--- src/hdl/mlfq_pkg.sv ---
// Shared types and constants of the multilevel feedback queue scheduler.
package mlfq_pkg;

    typedef enum logic [2:0] {
        MODE_TICK  = 3'd0,
        MODE_SCHED = 3'd1,
        MODE_ADMIT = 3'd2,
        MODE_YIELD = 3'd3,
        MODE_SLEEP = 3'd4,
        MODE_WAKE  = 3'd5,
        MODE_SETLV = 3'd6,
        MODE_FREE  = 3'd7
    } t_mode;

    typedef enum logic [2:0] {
        RES_OK    = 3'd0,
        RES_NONE  = 3'd1,
        RES_WRONG = 3'd2,
        RES_LEVEL = 3'd3,
        RES_BUSY  = 3'd4
    } t_res;

    typedef enum logic [1:0] {
        SST_FREE     = 2'd0,
        SST_RUNNABLE = 2'd1,
        SST_RUNNING  = 2'd2,
        SST_SLEEPING = 2'd3
    } t_sst;

    typedef struct packed {
        t_sst        status;
        logic [1:0]  level;
        logic [7:0]  slice;
        logic [31:0] last_ran;
        logic [7:0]  chan;
    } t_entry;

    localparam logic [2:0] REG_BOOST = 3'd0;
    localparam logic [2:0] REG_AGING = 3'd1;
    localparam logic [2:0] REG_AGETH = 3'd2;
    localparam logic [2:0] REG_LIM0  = 3'd3;
    localparam logic [2:0] REG_LIM1  = 3'd4;
    localparam logic [2:0] REG_LIM2  = 3'd5;
    localparam logic [2:0] REG_LIM3  = 3'd6;

    localparam logic [15:0] BOOST_RST = 16'd100;
    localparam logic [15:0] AGING_RST = 16'd20;
    localparam logic [15:0] AGETH_RST = 16'd20;
    localparam logic [7:0]  LIM0_RST  = 8'd2;
    localparam logic [7:0]  LIM1_RST  = 8'd4;
    localparam logic [7:0]  LIM2_RST  = 8'd8;
    localparam logic [7:0]  LIM3_RST  = 8'd16;

endpackage

--- src/hdl/mlfq_scheduler_with_boost_and_aging.sv ---
// Multilevel feedback queue scheduler: sequencer around the slot table.
//
// Use: an item (mode, slot, level, channel) is transferred on the input
// channel when i_in_valid is high and o_in_stall is low. Every item gives
// exactly one result on the output channel, transferred when o_out_valid is
// high and i_out_stall is low. Configuration must be written over the APB
// port only while the block is idle; the block does not enforce this. Reads
// return the register values. Items answered without touching the table (a
// tick or yield with nothing running, a rejected level or slot, a schedule
// while a slot runs) go from S_IDLE straight to S_DONE; items on one slot
// pass S_EXEC, then S_DONE. Schedule and wake walk the whole table in S_SCAN,
// one slot per cycle; a schedule that picks a slot then passes S_PICK.
// One item is worked on at a time; o_in_stall stays high until its result
// sits in the output register, so the next item can be transferred while
// that result still waits. A stalled receiver holds the result and, once
// the next item is done, holds the block.
// Reset clears all slots to free at once (valid bits), zeroes the time
// counters and loads the default configuration.
module mlfq_scheduler_with_boost_and_aging #(
    parameter int SLOT_COUNT  = 64,
    parameter int LEVEL_COUNT = 3
) (
    input  logic        i_clk,
    input  logic        i_rst_n,
    input  logic        i_in_valid,
    output logic        o_in_stall,
    input  logic [2:0]  i_mode,
    input  logic [5:0]  i_slot,
    input  logic [1:0]  i_level,
    input  logic [7:0]  i_channel,
    output logic        o_out_valid,
    input  logic        i_out_stall,
    output logic [2:0]  o_status,
    output logic [5:0]  o_chosen_slot,
    output logic [1:0]  o_chosen_level,
    output logic [7:0]  o_chosen_slice,
    output logic        o_demoted,
    output logic [6:0]  o_woken_count,
    input  logic        psel,
    input  logic        penable,
    input  logic        pwrite,
    input  logic [4:0]  paddr,
    input  logic [31:0] pwdata,
    output logic [31:0] prdata,
    output logic        pready
);
    import mlfq_pkg::*;

    localparam int IW = $clog2(SLOT_COUNT);
    localparam logic [IW-1:0] LAST_IX = IW'(SLOT_COUNT - 1);

    typedef enum logic [2:0] {
        S_IDLE, S_EXEC, S_SCAN, S_PICK, S_DONE
    } t_state;

    t_state      r_state;
    t_mode       r_mode;
    logic [5:0]  r_slot;
    logic [1:0]  r_lvl;
    logic [7:0]  r_chan;

    logic [15:0] r_boost_int, r_aging_int, r_age_thr;
    logic [7:0]  r_lim [4];

    logic [31:0] r_now, r_last_boost, r_last_aging;
    logic        r_run_vld;
    logic [IW-1:0] r_run_slot;

    logic [IW-1:0] r_idx;
    logic        r_bdue, r_adue, r_found;
    logic [IW-1:0] r_best_ix;
    t_entry      r_best;
    logic [6:0]  r_woke;

    t_res        r_res_st;
    logic [5:0]  r_res_slot;
    logic [1:0]  r_res_lvl;
    logic [7:0]  r_res_slc;
    logic        r_res_dem;
    logic [6:0]  r_res_woke;

    logic        r_out_vld;
    t_res        r_o_st;
    logic [5:0]  r_o_slot;
    logic [1:0]  r_o_lvl;
    logic [7:0]  r_o_slc;
    logic        r_o_dem;
    logic [6:0]  r_o_woke;

    logic        w_accept, w_in_range, w_lvl_bad, w_match, w_take, w_wake_hit;
    logic [IW-1:0] w_slot_ix, w_rd_addr, w_wr_addr;
    t_entry      w_ent, w_tk_ent, w_sc_ent, w_wr_data, w_pick_ent;
    logic [7:0]  w_tk_inc;
    logic        w_tk_exp, w_wr_en, w_wr_keep;
    logic [6:0]  w_woke_nx;

    assign w_accept   = i_in_valid && !o_in_stall;
    assign w_slot_ix  = IW'(i_slot);
    assign w_in_range = 32'(i_slot) < SLOT_COUNT;
    assign w_lvl_bad  = 32'(i_level) >= LEVEL_COUNT;
    assign w_match    = r_run_vld && (r_run_slot == IW'(r_slot));

    mlfq_tbl #(
        .SLOT_COUNT (SLOT_COUNT)
    ) u_tbl (
        .i_clk     (i_clk),
        .i_rst_n   (i_rst_n),
        .i_rd_addr (w_rd_addr),
        .o_rd_data (w_ent),
        .i_wr_en   (w_wr_en),
        .i_wr_addr (w_wr_addr),
        .i_wr_data (w_wr_data),
        .i_wr_keep (w_wr_keep)
    );

    // Charge of the running slot on a tick.
    always_comb begin
        w_tk_ent = w_ent;
        w_tk_inc = (w_ent.slice == 8'hFF) ? w_ent.slice : w_ent.slice + 8'd1;
        w_tk_exp = w_tk_inc >= r_lim[w_ent.level];
        w_tk_ent.slice = w_tk_exp ? 8'd0 : w_tk_inc;
        if (w_tk_exp && (32'(w_ent.level) < LEVEL_COUNT - 1)) begin
            w_tk_ent.level = w_ent.level + 2'd1;
        end
    end

    // One slot of a schedule or wake pass.
    always_comb begin
        w_sc_ent   = w_ent;
        w_wake_hit = 1'b0;
        if (r_mode == MODE_WAKE) begin
            w_wake_hit = (w_ent.status == SST_SLEEPING) && (w_ent.chan == r_chan);
            if (w_wake_hit) begin
                w_sc_ent.status = SST_RUNNABLE;
            end
        end else begin
            if (r_bdue && w_ent.status != SST_FREE) begin
                w_sc_ent.level    = 2'd0;
                w_sc_ent.slice    = 8'd0;
                w_sc_ent.last_ran = r_now;
            end
            // A boosted slot sits at level zero, so aging never touches it too.
            if (r_adue && w_sc_ent.status == SST_RUNNABLE && w_sc_ent.level != 2'd0 &&
                (r_now - w_sc_ent.last_ran) >= {16'd0, r_age_thr}) begin
                w_sc_ent.level    = w_sc_ent.level - 2'd1;
                w_sc_ent.slice    = 8'd0;
                w_sc_ent.last_ran = r_now;
            end
        end
        w_take = (r_mode == MODE_SCHED) && (w_sc_ent.status == SST_RUNNABLE) &&
                 (!r_found || w_sc_ent.level < r_best.level);
        w_woke_nx = (w_wake_hit && r_woke != 7'h7F) ? r_woke + 7'd1 : r_woke;
        w_pick_ent = r_best;
        w_pick_ent.status   = SST_RUNNING;
        w_pick_ent.last_ran = r_now;
    end

    // Table read address and write port.
    always_comb begin
        w_rd_addr = '0;
        w_wr_en   = 1'b0;
        w_wr_addr = IW'(r_slot);
        w_wr_data = w_ent;
        w_wr_keep = 1'b1;
        case (r_state)
            S_IDLE: begin
                if (i_mode == MODE_TICK || i_mode == MODE_YIELD) begin
                    w_rd_addr = r_run_slot;
                end else if (i_mode != MODE_SCHED && i_mode != MODE_WAKE) begin
                    w_rd_addr = w_slot_ix;
                end
            end
            S_EXEC: begin
                case (r_mode)
                    MODE_TICK: begin
                        w_wr_en   = 1'b1;
                        w_wr_addr = r_run_slot;
                        w_wr_data = w_tk_ent;
                    end
                    MODE_YIELD: begin
                        w_wr_en   = 1'b1;
                        w_wr_addr = r_run_slot;
                        w_wr_data.status = SST_RUNNABLE;
                    end
                    MODE_ADMIT: begin
                        w_wr_en   = (w_ent.status == SST_FREE);
                        w_wr_data = '{status: SST_RUNNABLE, level: r_lvl, slice: 8'd0,
                                      last_ran: r_now, chan: 8'd0};
                    end
                    MODE_SLEEP: begin
                        w_wr_en   = (w_ent.status == SST_RUNNING);
                        w_wr_data.status = SST_SLEEPING;
                        w_wr_data.slice  = 8'd0;
                        w_wr_data.chan   = r_chan;
                    end
                    MODE_SETLV: begin
                        w_wr_en   = (w_ent.status != SST_FREE);
                        w_wr_data.level = r_lvl;
                        w_wr_data.slice = 8'd0;
                    end
                    MODE_FREE: begin
                        w_wr_en   = (w_ent.status != SST_FREE);
                        w_wr_data = '0;
                        w_wr_keep = 1'b0;
                    end
                    default: begin
                        w_wr_en = 1'b0;
                    end
                endcase
            end
            S_SCAN: begin
                w_rd_addr = r_idx + IW'(1);
                w_wr_en   = 1'b1;
                w_wr_addr = r_idx;
                w_wr_data = w_sc_ent;
                w_wr_keep = (w_ent.status != SST_FREE);
            end
            S_PICK: begin
                w_wr_en   = 1'b1;
                w_wr_addr = r_best_ix;
                w_wr_data = w_pick_ent;
            end
            default: begin
                w_wr_en = 1'b0;
            end
        endcase
    end

    always_ff @(posedge i_clk) begin
        if (!i_rst_n) begin
            r_state      <= S_IDLE;
            r_out_vld    <= 1'b0;
            r_run_vld    <= 1'b0;
            r_run_slot   <= '0;
            r_now        <= '0;
            r_last_boost <= '0;
            r_last_aging <= '0;
            r_boost_int  <= BOOST_RST;
            r_aging_int  <= AGING_RST;
            r_age_thr    <= AGETH_RST;
            r_lim[0]     <= LIM0_RST;
            r_lim[1]     <= LIM1_RST;
            r_lim[2]     <= LIM2_RST;
            r_lim[3]     <= LIM3_RST;
        end else begin
            if (psel && penable && pwrite) begin
                case (paddr[4:2])
                    REG_BOOST: r_boost_int <= pwdata[15:0];
                    REG_AGING: r_aging_int <= pwdata[15:0];
                    REG_AGETH: r_age_thr   <= pwdata[15:0];
                    REG_LIM0:  r_lim[0]    <= pwdata[7:0];
                    REG_LIM1:  r_lim[1]    <= pwdata[7:0];
                    REG_LIM2:  r_lim[2]    <= pwdata[7:0];
                    REG_LIM3:  r_lim[3]    <= pwdata[7:0];
                    default: begin
                    end
                endcase
            end
            if (r_out_vld && !i_out_stall) begin
                r_out_vld <= 1'b0;
            end
            case (r_state)
                S_IDLE: begin
                    if (w_accept) begin
                        r_mode     <= t_mode'(i_mode);
                        r_slot     <= i_slot;
                        r_lvl      <= i_level;
                        r_chan     <= i_channel;
                        r_res_st   <= RES_OK;
                        r_res_slot <= '0;
                        r_res_lvl  <= '0;
                        r_res_slc  <= '0;
                        r_res_dem  <= 1'b0;
                        r_res_woke <= '0;
                        r_idx      <= '0;
                        r_found    <= 1'b0;
                        r_woke     <= '0;
                        r_state    <= S_EXEC;
                        case (t_mode'(i_mode))
                            MODE_TICK: begin
                                r_now <= r_now + 32'd1;
                                if (!r_run_vld) begin
                                    r_res_st <= RES_NONE;
                                    r_state  <= S_DONE;
                                end
                            end
                            MODE_SCHED: begin
                                if (r_run_vld) begin
                                    r_res_st <= RES_BUSY;
                                    r_state  <= S_DONE;
                                end else begin
                                    r_bdue  <= (r_now - r_last_boost) >= {16'd0, r_boost_int};
                                    r_adue  <= (r_now - r_last_aging) >= {16'd0, r_aging_int};
                                    if ((r_now - r_last_boost) >= {16'd0, r_boost_int}) begin
                                        r_last_boost <= r_now;
                                    end
                                    if ((r_now - r_last_aging) >= {16'd0, r_aging_int}) begin
                                        r_last_aging <= r_now;
                                    end
                                    r_state <= S_SCAN;
                                end
                            end
                            MODE_WAKE: begin
                                r_state <= S_SCAN;
                            end
                            MODE_ADMIT, MODE_SETLV: begin
                                if (w_lvl_bad) begin
                                    r_res_st <= RES_LEVEL;
                                    r_state  <= S_DONE;
                                end else if (!w_in_range) begin
                                    r_res_st <= RES_WRONG;
                                    r_state  <= S_DONE;
                                end
                            end
                            MODE_YIELD: begin
                                if (!r_run_vld) begin
                                    r_res_st <= RES_WRONG;
                                    r_state  <= S_DONE;
                                end
                            end
                            default: begin
                                if (!w_in_range) begin
                                    r_res_st <= RES_WRONG;
                                    r_state  <= S_DONE;
                                end
                            end
                        endcase
                    end
                end
                S_EXEC: begin
                    r_state    <= S_DONE;
                    r_res_slot <= r_slot;
                    r_res_lvl  <= w_ent.level;
                    r_res_slc  <= 8'd0;
                    case (r_mode)
                        MODE_TICK: begin
                            r_res_slot <= 6'(r_run_slot);
                            r_res_lvl  <= w_tk_ent.level;
                            r_res_slc  <= w_tk_ent.slice;
                            r_res_dem  <= w_tk_exp;
                        end
                        MODE_YIELD: begin
                            r_res_slot <= 6'(r_run_slot);
                            r_res_slc  <= w_ent.slice;
                            r_run_vld  <= 1'b0;
                        end
                        MODE_ADMIT: begin
                            r_res_lvl <= r_lvl;
                            if (w_ent.status != SST_FREE) begin
                                r_res_st   <= RES_WRONG;
                                r_res_slot <= '0;
                                r_res_lvl  <= '0;
                            end
                        end
                        MODE_SLEEP: begin
                            if (w_ent.status != SST_RUNNING) begin
                                r_res_st   <= RES_WRONG;
                                r_res_slot <= '0;
                                r_res_lvl  <= '0;
                            end else if (w_match) begin
                                r_run_vld <= 1'b0;
                            end
                        end
                        MODE_SETLV: begin
                            r_res_lvl <= r_lvl;
                            if (w_ent.status == SST_FREE) begin
                                r_res_st   <= RES_WRONG;
                                r_res_slot <= '0;
                                r_res_lvl  <= '0;
                            end
                        end
                        default: begin
                            r_res_lvl <= 2'd0;
                            if (w_ent.status == SST_FREE) begin
                                r_res_st   <= RES_WRONG;
                                r_res_slot <= '0;
                            end else if (w_match) begin
                                r_run_vld <= 1'b0;
                            end
                        end
                    endcase
                end
                S_SCAN: begin
                    r_idx  <= r_idx + IW'(1);
                    r_woke <= w_woke_nx;
                    if (w_take) begin
                        r_found   <= 1'b1;
                        r_best    <= w_sc_ent;
                        r_best_ix <= r_idx;
                    end
                    if (r_idx == LAST_IX) begin
                        r_state <= S_DONE;
                        if (r_mode == MODE_WAKE) begin
                            r_res_woke <= w_woke_nx;
                        end else if (r_found || w_take) begin
                            r_state <= S_PICK;
                        end else begin
                            r_res_st <= RES_NONE;
                        end
                    end
                end
                S_PICK: begin
                    r_run_vld  <= 1'b1;
                    r_run_slot <= r_best_ix;
                    r_res_slot <= 6'(r_best_ix);
                    r_res_lvl  <= r_best.level;
                    r_res_slc  <= r_best.slice;
                    r_state    <= S_DONE;
                end
                S_DONE: begin
                    if (!r_out_vld || !i_out_stall) begin
                        r_out_vld <= 1'b1;
                        r_o_st    <= r_res_st;
                        r_o_slot  <= r_res_slot;
                        r_o_lvl   <= r_res_lvl;
                        r_o_slc   <= r_res_slc;
                        r_o_dem   <= r_res_dem;
                        r_o_woke  <= r_res_woke;
                        r_state   <= S_IDLE;
                    end
                end
                default: begin
                    r_state <= S_IDLE;
                end
            endcase
        end
    end

    always_comb begin
        case (paddr[4:2])
            REG_BOOST: prdata = {16'd0, r_boost_int};
            REG_AGING: prdata = {16'd0, r_aging_int};
            REG_AGETH: prdata = {16'd0, r_age_thr};
            REG_LIM0:  prdata = {24'd0, r_lim[0]};
            REG_LIM1:  prdata = {24'd0, r_lim[1]};
            REG_LIM2:  prdata = {24'd0, r_lim[2]};
            REG_LIM3:  prdata = {24'd0, r_lim[3]};
            default:   prdata = 32'd0;
        endcase
    end

    assign pready         = 1'b1;
    assign o_in_stall     = (r_state != S_IDLE);
    assign o_out_valid    = r_out_vld;
    assign o_status       = r_o_st;
    assign o_chosen_slot  = r_o_slot;
    assign o_chosen_level = r_o_lvl;
    assign o_chosen_slice = r_o_slc;
    assign o_demoted      = r_o_dem;
    assign o_woken_count  = r_o_woke;

    a_accept_busy: assert property (@(posedge i_clk) disable iff (!i_rst_n)
        w_accept |=> (r_state != S_IDLE))
        else $error("accepted item left the sequencer idle");

    a_run_range: assert property (@(posedge i_clk) disable iff (!i_rst_n)
        r_run_vld |-> (32'(r_run_slot) < SLOT_COUNT))
        else $error("running slot beyond the table");

    a_pick_found: assert property (@(posedge i_clk) disable iff (!i_rst_n)
        (r_state == S_PICK) |-> (r_found && r_mode == MODE_SCHED))
        else $error("pick without a runnable slot");

    a_done_loads: assert property (@(posedge i_clk) disable iff (!i_rst_n)
        (r_state == S_DONE && !r_out_vld) |=> (r_out_vld && r_state == S_IDLE))
        else $error("result not loaded into an empty output register");

endmodule

--- src/hdl/mlfq_tbl.sv ---
// Slot table: synchronous memory with one read port, one write port and per-entry valid bits.
module mlfq_tbl #(
    parameter int SLOT_COUNT = 64
) (
    input  logic                          i_clk,
    input  logic                          i_rst_n,
    input  logic [$clog2(SLOT_COUNT)-1:0] i_rd_addr,
    output mlfq_pkg::t_entry              o_rd_data,
    input  logic                          i_wr_en,
    input  logic [$clog2(SLOT_COUNT)-1:0] i_wr_addr,
    input  mlfq_pkg::t_entry              i_wr_data,
    input  logic                          i_wr_keep
);
    import mlfq_pkg::*;

    t_entry                  r_mem [SLOT_COUNT];
    logic [SLOT_COUNT-1:0]   r_vld;
    t_entry                  r_q;
    logic                    r_qv;

    always_ff @(posedge i_clk) begin
        if (i_wr_en) begin
            r_mem[i_wr_addr] <= i_wr_data;
        end
        r_q <= r_mem[i_rd_addr];
    end

    // An entry never written since reset or since it was freed reads as free.
    always_ff @(posedge i_clk) begin
        if (!i_rst_n) begin
            r_vld <= '0;
            r_qv  <= 1'b0;
        end else begin
            if (i_wr_en) begin
                r_vld[i_wr_addr] <= i_wr_keep;
            end
            r_qv <= r_vld[i_rd_addr];
        end
    end

    assign o_rd_data = r_qv ? r_q : '0;

endmodule
--- config.mk ---
export PLATFORM = sky130hd
export DESIGN_NAME = mlfq_scheduler_with_boost_and_aging
export DESIGN_NICKNAME = d
export VERILOG_FILES = /design/src/hdl/mlfq_pkg.sv /design/src/hdl/mlfq_scheduler_with_boost_and_aging.sv /design/src/hdl/mlfq_tbl.sv
export SDC_FILE = /design/constraint.sdc
export NUM_CORES = 2
export LEC_CHECK = 0
export ABC_AREA = 1
export BUFFER_PORTS_ARGS = -buffer_cell sky130_fd_sc_hd__clkbuf_2
export CAP_MARGIN = 10
export CORE_ASPECT_RATIO = 1.25
export CORE_MARGIN = 2
export CORE_UTILIZATION = 30
export DETAILED_ROUTE_END_ITERATION = 12
export HOLD_SLACK_MARGIN = 0.06
export MAX_ROUTING_LAYER = met4
export PLACE_DENSITY = 0.42
export SLEW_MARGIN = 40
export SYNTH_ARGS = -nofsm -noshare
export SYNTH_HDL_FRONTEND = slang
export SYNTH_SLANG_ARGS = --single-unit
--- constraint.sdc ---
create_clock -name i_clk -period 6.63 [get_ports i_clk]
set_input_delay 0.663 -clock i_clk [delete_from_list [all_inputs] [get_ports i_clk]]
set_output_delay 0.663 -clock i_clk [all_outputs]
set_load 0.01 [all_outputs]
# ---- Yosys cells after proc, flatten, opt, wreduce, memory -nomap -nowiden
# Memory sizes are Yosys's and may differ from the RTL's. A register that Yosys moved wholly into a read port is not among the register bits.
# Cells that the tools add are included.
dict set report op_classes {
  addsub 9
  n_bitwise 5
  n_lt_le_gt_ge 10
  muxes 114
  n_eq_ne 49
  reduce_logical 66
}
# operator count
set ops {}
lappend ops {{$mux W42} 4}
lappend ops {{$pmux W52 S3} 1}
lappend ops {{$pmux W16 S7} 1}
lappend ops {{$ge A32 B16 Y1} 3}
lappend ops {{$sub A32 B32 Y32} 3}
lappend ops {{$bwmux W64} 1}
lappend ops {{$pmux W32 S2} 1}
lappend ops {{$mux W8} 7}
lappend ops {{$pmux W6 S3} 3}
lappend ops {{$mux W52} 1}
lappend ops {{$mux W3} 16}
lappend ops {{$pmux W8 S2} 3}
lappend ops {{$mux W6} 7}
lappend ops {{$pmux W3 S4} 3}
lappend ops {{$mux W1} 33}
lappend ops {{$add A32 B1 Y32 const B} 1}
lappend ops {{$eq A3 B3 Y1 const B} 10}
lappend ops {{$mux W7} 4}
lappend ops {{$pmux W7 S2} 2}
lappend ops {{$eq A3 B2 Y1 const B} 8}
lappend ops {{$pmux W6 S2} 2}
lappend ops {{$pmux W8 S3} 1}
lappend ops {{$ne A2 B2 Y1 const B} 11}
lappend ops {{$reduce_and A3 Y1} 7}
lappend ops {{other kinds (47)} 120}
dict set report totals {
  word_cells 292
  mem_bits_rw 3360
  memories 2
  reg_bits 333
  out_inout_bits 62
}
# name depth word_bits rd rd_clocked_by_memory_dff wr line_no
set mem_list {}
lappend mem_list {u_tbl.r_mem 64 52 1 1 1 mlfq_tbl.sv:16} ;# t_entry r_mem [SLOT_COUNT];
lappend mem_list {r_lim 4 8 5 0 4 mlfq_scheduler_with_boost_and_aging.sv:63} ;# logic [7:0] r_lim [4];

# ---- Depth between registers and ports, before layout
dict set report depth {
  depth_word 18
  ltp_mapped 43
  mapped_depth_nobuf 41
}

# ---- By module
# A second synthesis with hierarchy kept.
dict set report hier_totals {
  hier_cells 14920
  area_unflattened_um2 161641.3
}
# module area_per_inst_um2 seq_area_each_um2 instances cells_each
set modules_own_cells {}
lappend modules_own_cells {mlfq_tbl 137938.5 102278.1 1 11412}
lappend modules_own_cells {mlfq_scheduler_with_boost_and_aging 23702.7 7457.2 1 3508}

# ---- Worst setup path before layout
# OpenSTA, ideal clock, no wires.
dict set report synth_timing {
  kind {flip-flop to flip-flop}
  startpoint {register u_tbl.r_qv}
  endpoint {memory u_tbl.r_mem[0][19] (netlist name), data pin}
  n_path_buf 5
  arrival_ps 6092
  setup_ps 565
  stages_incl_launch_ff 34
  path_slack_ps -27
  path_cell_list {dfxtp_1 buf_2 clkbuf_1 buf_2 buf_1 nand2_1 o21ai_0 ha_1 inv_1 fa_1 nand2_1 nand2_1 nand3_1 nand2_1 nand2_1 nand2_1 xor2_1 ha_1 nand2_1 nor2_1 a211oi_1 nand2_1 nor2_1 nand2_1 nor2_1 nand2_1 nor2_1 nand2_1 nand2_2 inv_1 buf_2 nor2_1 o21ai_0 a22oi_1}
}
# item line_no
set synth_rtl {}
lappend synth_rtl {{from (decl)} mlfq_tbl.sv:19} ;# logic r_qv;
lappend synth_rtl {{from (signal assigned)} mlfq_tbl.sv:37} ;# r_qv <= r_vld[i_rd_addr];
lappend synth_rtl {{to (decl)} mlfq_tbl.sv:16}

==> impl_results.html <==
<table>
<tr><th>Metric</th><th>Value</th></tr>
<tr><th colspan="2">Worst setup path</th></tr>
<tr><td>Critical path launch point</td><td>u_tbl.r_qv</td></tr>
<tr><td>Max stage delay cell, worst path</td><td>sky130_fd_sc_hd__fa_1</td></tr>
<tr><td>Sort of element at the end of the critical path</td><td>flop</td></tr>
<tr><td>Slowest stage delay, CP</td><td>0.46 ns</td></tr>
<tr><td>Worst Path Required</td><td>between 7 and 8 ns</td></tr>
<tr><td>Setup crit start kind</td><td>flop</td></tr>
<tr><td>Reg-to-reg critical path startpoint</td><td>u_tbl.r_qv</td></tr>
<tr><td>Cell with the most instances on the worst path</td><td>sky130_fd_sc_hd__nand2_1</td></tr>
<tr><td>Critical path type</td><td>reg -&gt; reg</td></tr>
<tr><td>Worst EP arrival</td><td>around 6.6 ns</td></tr>
<tr><td>Critical-path maximum fanout</td><td>64</td></tr>
<tr><th colspan="2">Cells and area</th></tr>
<tr><td>Final #Nets</td><td>roughly 14,000</td></tr>
<tr><td>Final standard cell area without fillers</td><td>~180,000 sq um</td></tr>
<tr><td>Final instance count without filler cells</td><td>approximately 21,000</td></tr>
<tr><td>Layout cell share with drive strength beyond 1</td><td>0.0951</td></tr>
<tr><td>Area Overhead vs Synth</td><td>16.3%</td></tr>
<tr><th colspan="2">STA</th></tr>
<tr><td>Fin crit share</td><td>0.906</td></tr>
<tr><td>Number of pins with negative max-slew slack in the final report</td><td>0</td></tr>
<tr><td>Clock period minus worst slack</td><td>roughly 6.0 ns</td></tr>
<tr><td>Summed negative setup slack over all endpoints</td><td>0 ns</td></tr>
<tr><td>Achievable frequency</td><td>about 170 MHz</td></tr>
<tr><td>Final-report hold violation count</td><td>0</td></tr>
<tr><td>Post-Route Hold Slack</td><td>0.199 ns</td></tr>
<tr><td>Max_slew headroom</td><td>0.388</td></tr>
<tr><td>Clock Skew</td><td>0.0636 ns</td></tr>
<tr><td>Worst-margin pin slew</td><td>0.916 ns</td></tr>
<tr><td>Number of setup violations in the final report</td><td>0</td></tr>
<tr><th colspan="2">Pwr</th></tr>
<tr><td>Internal cell power</td><td>49,600 uW</td></tr>
<tr><td>Total Power Consumption</td><td>82,600 uW</td></tr>
<tr><td>Pleak</td><td>0.0611 uW</td></tr>
<tr><td>Switching component of the power</td><td>around 33,000 uW</td></tr>
<tr><td>Worst ir drop on vdd</td><td>approximately 0.31 mV</td></tr>
<tr><td>Sequential group share of total power</td><td>0.357</td></tr>
<tr><td>Fraction of power spent switching nets</td><td>0.400</td></tr>
<tr><td>Relative contribution of the clock network to total power</td><td>0.265</td></tr>
<tr><td>Power per cell area</td><td>453 nW/um^2</td></tr>
<tr><td>Logic pwr share</td><td>0.378</td></tr>
<tr><th colspan="2">Clock tree</th></tr>
<tr><td>Source-to-sink clock delay at the later pin of the worst-skew pair</td><td>roughly 1.0 ns</td></tr>
<tr><td>Clock H-tree levels</td><td>5</td></tr>
<tr><td>Inserted Clock Buffers</td><td>390</td></tr>
<tr><td>Clk Tree Root Cell</td><td>sky130_fd_sc_hd__clkbuf_16</td></tr>
<tr><td># clock sinks</td><td>between 3,000 and 4,000</td></tr>
<tr><td>Reg clk slew, reported paths</td><td>approximately 0.070 ns</td></tr>
<tr><td>Clock tree from TritonCTS</td><td>yes</td></tr>
<tr><td>Maximum clock insertion buffer count</td><td>4</td></tr>
<tr><th colspan="2">Placed design</th></tr>
<tr><td>DP Wirelength</td><td>between 300,000 and 400,000 um</td></tr>
<tr><td>GP Congestion</td><td>between 0.8 and 0.9</td></tr>
<tr><td>Port bufs</td><td>89</td></tr>
<tr><td>Total cell area at the placement stage</td><td>~170,000 sq um</td></tr>
<tr><td>Inst Count DP</td><td>20,047</td></tr>
<tr><th colspan="2">Die</th></tr>
<tr><td>Number of placement rows</td><td>roughly 300</td></tr>
<tr><td>Effective utilization at floorplan</td><td>0.302</td></tr>
<tr><td>Area inside the core boundary</td><td>a little over 500,000 sq um</td></tr>
<tr><td>Number of top-level pins</td><td>125</td></tr>
<tr><td>Die W</td><td>651 um</td></tr>
<tr><td>Die area</td><td>528,000 sq um</td></tr>
<tr><td>Die extent in y</td><td>812 um</td></tr>
<tr><th colspan="2">Synthesis</th></tr>
<tr><td>Leading post-synthesis cells by instance count</td><td>3,473 x sky130_fd_sc_hd__edfxtp_1, 2,553 x sky130_fd_sc_hd__nor2_1, 2,360 x sky130_fd_sc_hd__o21ai_0, 886 x sky130_fd_sc_hd__nand2_1, 851 x sky130_fd_sc_hd__o22ai_1</td></tr>
<tr><td>Async set-reset flop share out of synthesis</td><td>0</td></tr>
<tr><td>Number of synthesized flops with an enable pin</td><td>~3,500</td></tr>
<tr><td>Cell with the most instances after synthesis</td><td>sky130_fd_sc_hd__edfxtp_1</td></tr>
<tr><td>Proportion of netlist area held by the largest area contributor</td><td>0.665</td></tr>
<tr><td>Post-Synthesis Mean Instance Area</td><td>about 12 sq um</td></tr>
<tr><td>Main synth FF type</td><td>sky130_fd_sc_hd__edfxtp_1</td></tr>
<tr><td>Cell taking the most area after synthesis</td><td>sky130_fd_sc_hd__edfxtp_1</td></tr>
<tr><td>Count of yosys warnings during synthesis</td><td>0</td></tr>
<tr><td>Yosys reg bits</td><td>roughly 3,700</td></tr>
<tr><td>Sequential element share of the synthesized area</td><td>0.700</td></tr>
<tr><td>Number of distinct library cells after synthesis</td><td>65</td></tr>
<tr><td>Gate count of the mapped netlist</td><td>13,442</td></tr>
<tr><td>Synthesized area</td><td>around 160,000 sq um</td></tr>
<tr><td>Top post-synthesis cells by area</td><td>sky130_fd_sc_hd__edfxtp_1 67%, sky130_fd_sc_hd__o21ai_0 7.5%, sky130_fd_sc_hd__nor2_1 6.1%</td></tr>
<tr><th colspan="2">Status</th></tr>
<tr><td>Status</td><td>completed</td></tr>
<tr><th colspan="2">Global routing</th></tr>
<tr><td>Largest net degree at the start of global routing</td><td>147</td></tr>
<tr><td>Global-route usage over all layers</td><td>0.226</td></tr>
<tr><td>Wire length of the first global-routing pass</td><td>between 800,000 and 900,000 um</td></tr>
<tr><td>Antenna violations before repair</td><td>26</td></tr>
<tr><td>Vias in the first global route</td><td>107,273</td></tr>
<tr><td>Total gr overflow</td><td>0</td></tr>
<tr><th colspan="2">Min path</th></tr>
<tr><td>Hold Startpoint</td><td>i_in_valid</td></tr>
<tr><td>Type of the most critical hold path</td><td>in -&gt; reg</td></tr>
<tr><th colspan="2">Route</th></tr>
<tr><td>Count of nets left with antenna violations after detail routing</td><td>0</td></tr>
<tr><td>Count of TritonRoute iterations in the first routing pass</td><td>8</td></tr>
<tr><td>Detailed router's first-iteration violation count</td><td>roughly 11,000</td></tr>
<tr><td>Final Routed Wirelength</td><td>roughly 600,000 um</td></tr>
<tr><td>Residual DRC count</td><td>0</td></tr>
<tr><td>Average via count per standard cell</td><td>between 5 and 6</td></tr>
<tr><td>Vias after detailed routing</td><td>111,585</td></tr>
<tr><td>Average wire per standard cell</td><td>roughly 29 um</td></tr>
<tr><th colspan="2">Run</th></tr>
<tr><td>Max-cap check violation count</td><td>0</td></tr>
</table>
[per-stage QoR]
stage,util,setup WS (ns)
floorplan,-,-0.0269
global placement,0.325,0.424
detailed placement,0.326,0.503
CTS,0.350,0.412
global route,0.350,-0.000704
finish,0.351,0.621
[state kept, by name, indices dropped and copies added, names as in the netlist, 7 cells and up]
signal	count
r_woke	7
r_res_slc	8
r_last_boost	32
o_woken_count	7
u_tbl.r_q	52
o_chosen_slice	8
u_tbl.r_vld	64
r_now	32
r_age_thr	16
r_lim	32
r_chan	8
r_aging_int	16
r_last_aging	32
u_tbl.r_mem	3328
r_res_woke	7
r_best	18
r_boost_int	16
[metal layers]
layer	part of all wire	GRT usage	up-vias	routed length, um
met5	0	-	-	0
met4	0.027	0.0557	0	16000
met3	0.049	0.0229	736	29400
met2	0.49	0.381	3294	295000
met1	0.43	0.292	57967	260000
li1	-	-	49588	-
[logic make-up (layout without fill, tap and decap cells)]
logic type / Yosys count / count (layout) / synth area share
DFF: 3745 / 3745 / 0.700
buffers and inverters: 1472 / 1954 / 0.0380
and+or+nand+nor: 3849 / 3849 / 0.0971
AOI/OAI and AO/OA: 4141 / 4141 / 0.148
adders and majority gates: 158 / 158 / 0.0128
other: 2 / 27 / 0.0000479
xor gates and xnor gates: 75 / 75 / 0.00419
[cell usage in the layout, fill, tap and decap left out, drive strengths merged, types with 42 or more instances in the layout]
| cell | synthesis | final |
|---|---|---|
| clkinv | 6 | 148 |
| ha | 155 | 155 |
| o211ai | 73 | 73 |
| clkbuf | 610 | 592 |
| nor2 | 2564 | 2564 |
| dlygate4sd3 | 0 | 42 |
| nor3 | 53 | 53 |
| xor2 | 55 | 55 |
| nand2 | 893 | 893 |
| buf | 261 | 519 |
| nand4 | 44 | 44 |
| o21ai | 2487 | 2487 |
| o221ai | 234 | 234 |
| o22ai | 851 | 851 |
| nand3 | 259 | 259 |
| edfxtp | 3473 | 3473 |
| dfxtp | 272 | 272 |
| a21oi | 378 | 378 |
| inv | 595 | 616 |
[worst max-delay path: cells and delay by family, from the launching register on]
family / cells / cell delay, ns
xor+xnor: 1 / 0.16
flops: 1 / 0.36
buf+inv: 4 / 0.96
compound gates: 7 / 1.26
simple gates: 17 / 1.72
fa+ha+maj: 3 / 0.93
[power by group through the flow]
stage / clock network (uW) / logic [uW] / registers [uW]
after CTS: 22300 / 31300 / 29500
after detailed placement: 0 / 31200 / 30000
after global placement: 0 / 31200 / 30000
after floorplan: 0 / 17600 / 30200
after global routing: 23200 / 33900 / 29500
final: 21900 / 31300 / 29500
[area by class of cell]
cell class / count / area (sq um)
Fill cell: 51600 / 338000
Sequential cell: 3745 / 110000
Multi-Input combinational cell: 8240 / 42300
Clock buffer: 504 / 10400
Tap cell: 6854 / 8580
Timing Repair Buffer: 649 / 7000
Inverter: 601 / 2300
Clock inverter: 200 / 1870
Antenna cell: 10 / 25.0
[repair_timing]
item                                    CTS  global route
buffers inserted                          0             0
hold endpoints to repair                 84             0
hold buffers                             42             0
resized for setup                         0            16
endpoints found under the setup margin    0          1203
[worst paths after layout]
check / to / slack, ns / cells past startpoint
worst min register to register: o_woken_count[5] / 0.42 / 0
worst max register to register: u_tbl.r_mem[30][10] / 0.62 / 32
worst min-delay path: r_now[2] / 0.20 / 5
worst max-delay path: u_tbl.r_mem[30][10] / 0.62 / 32
No activity file was read; power rests on OpenSTA's default activity.
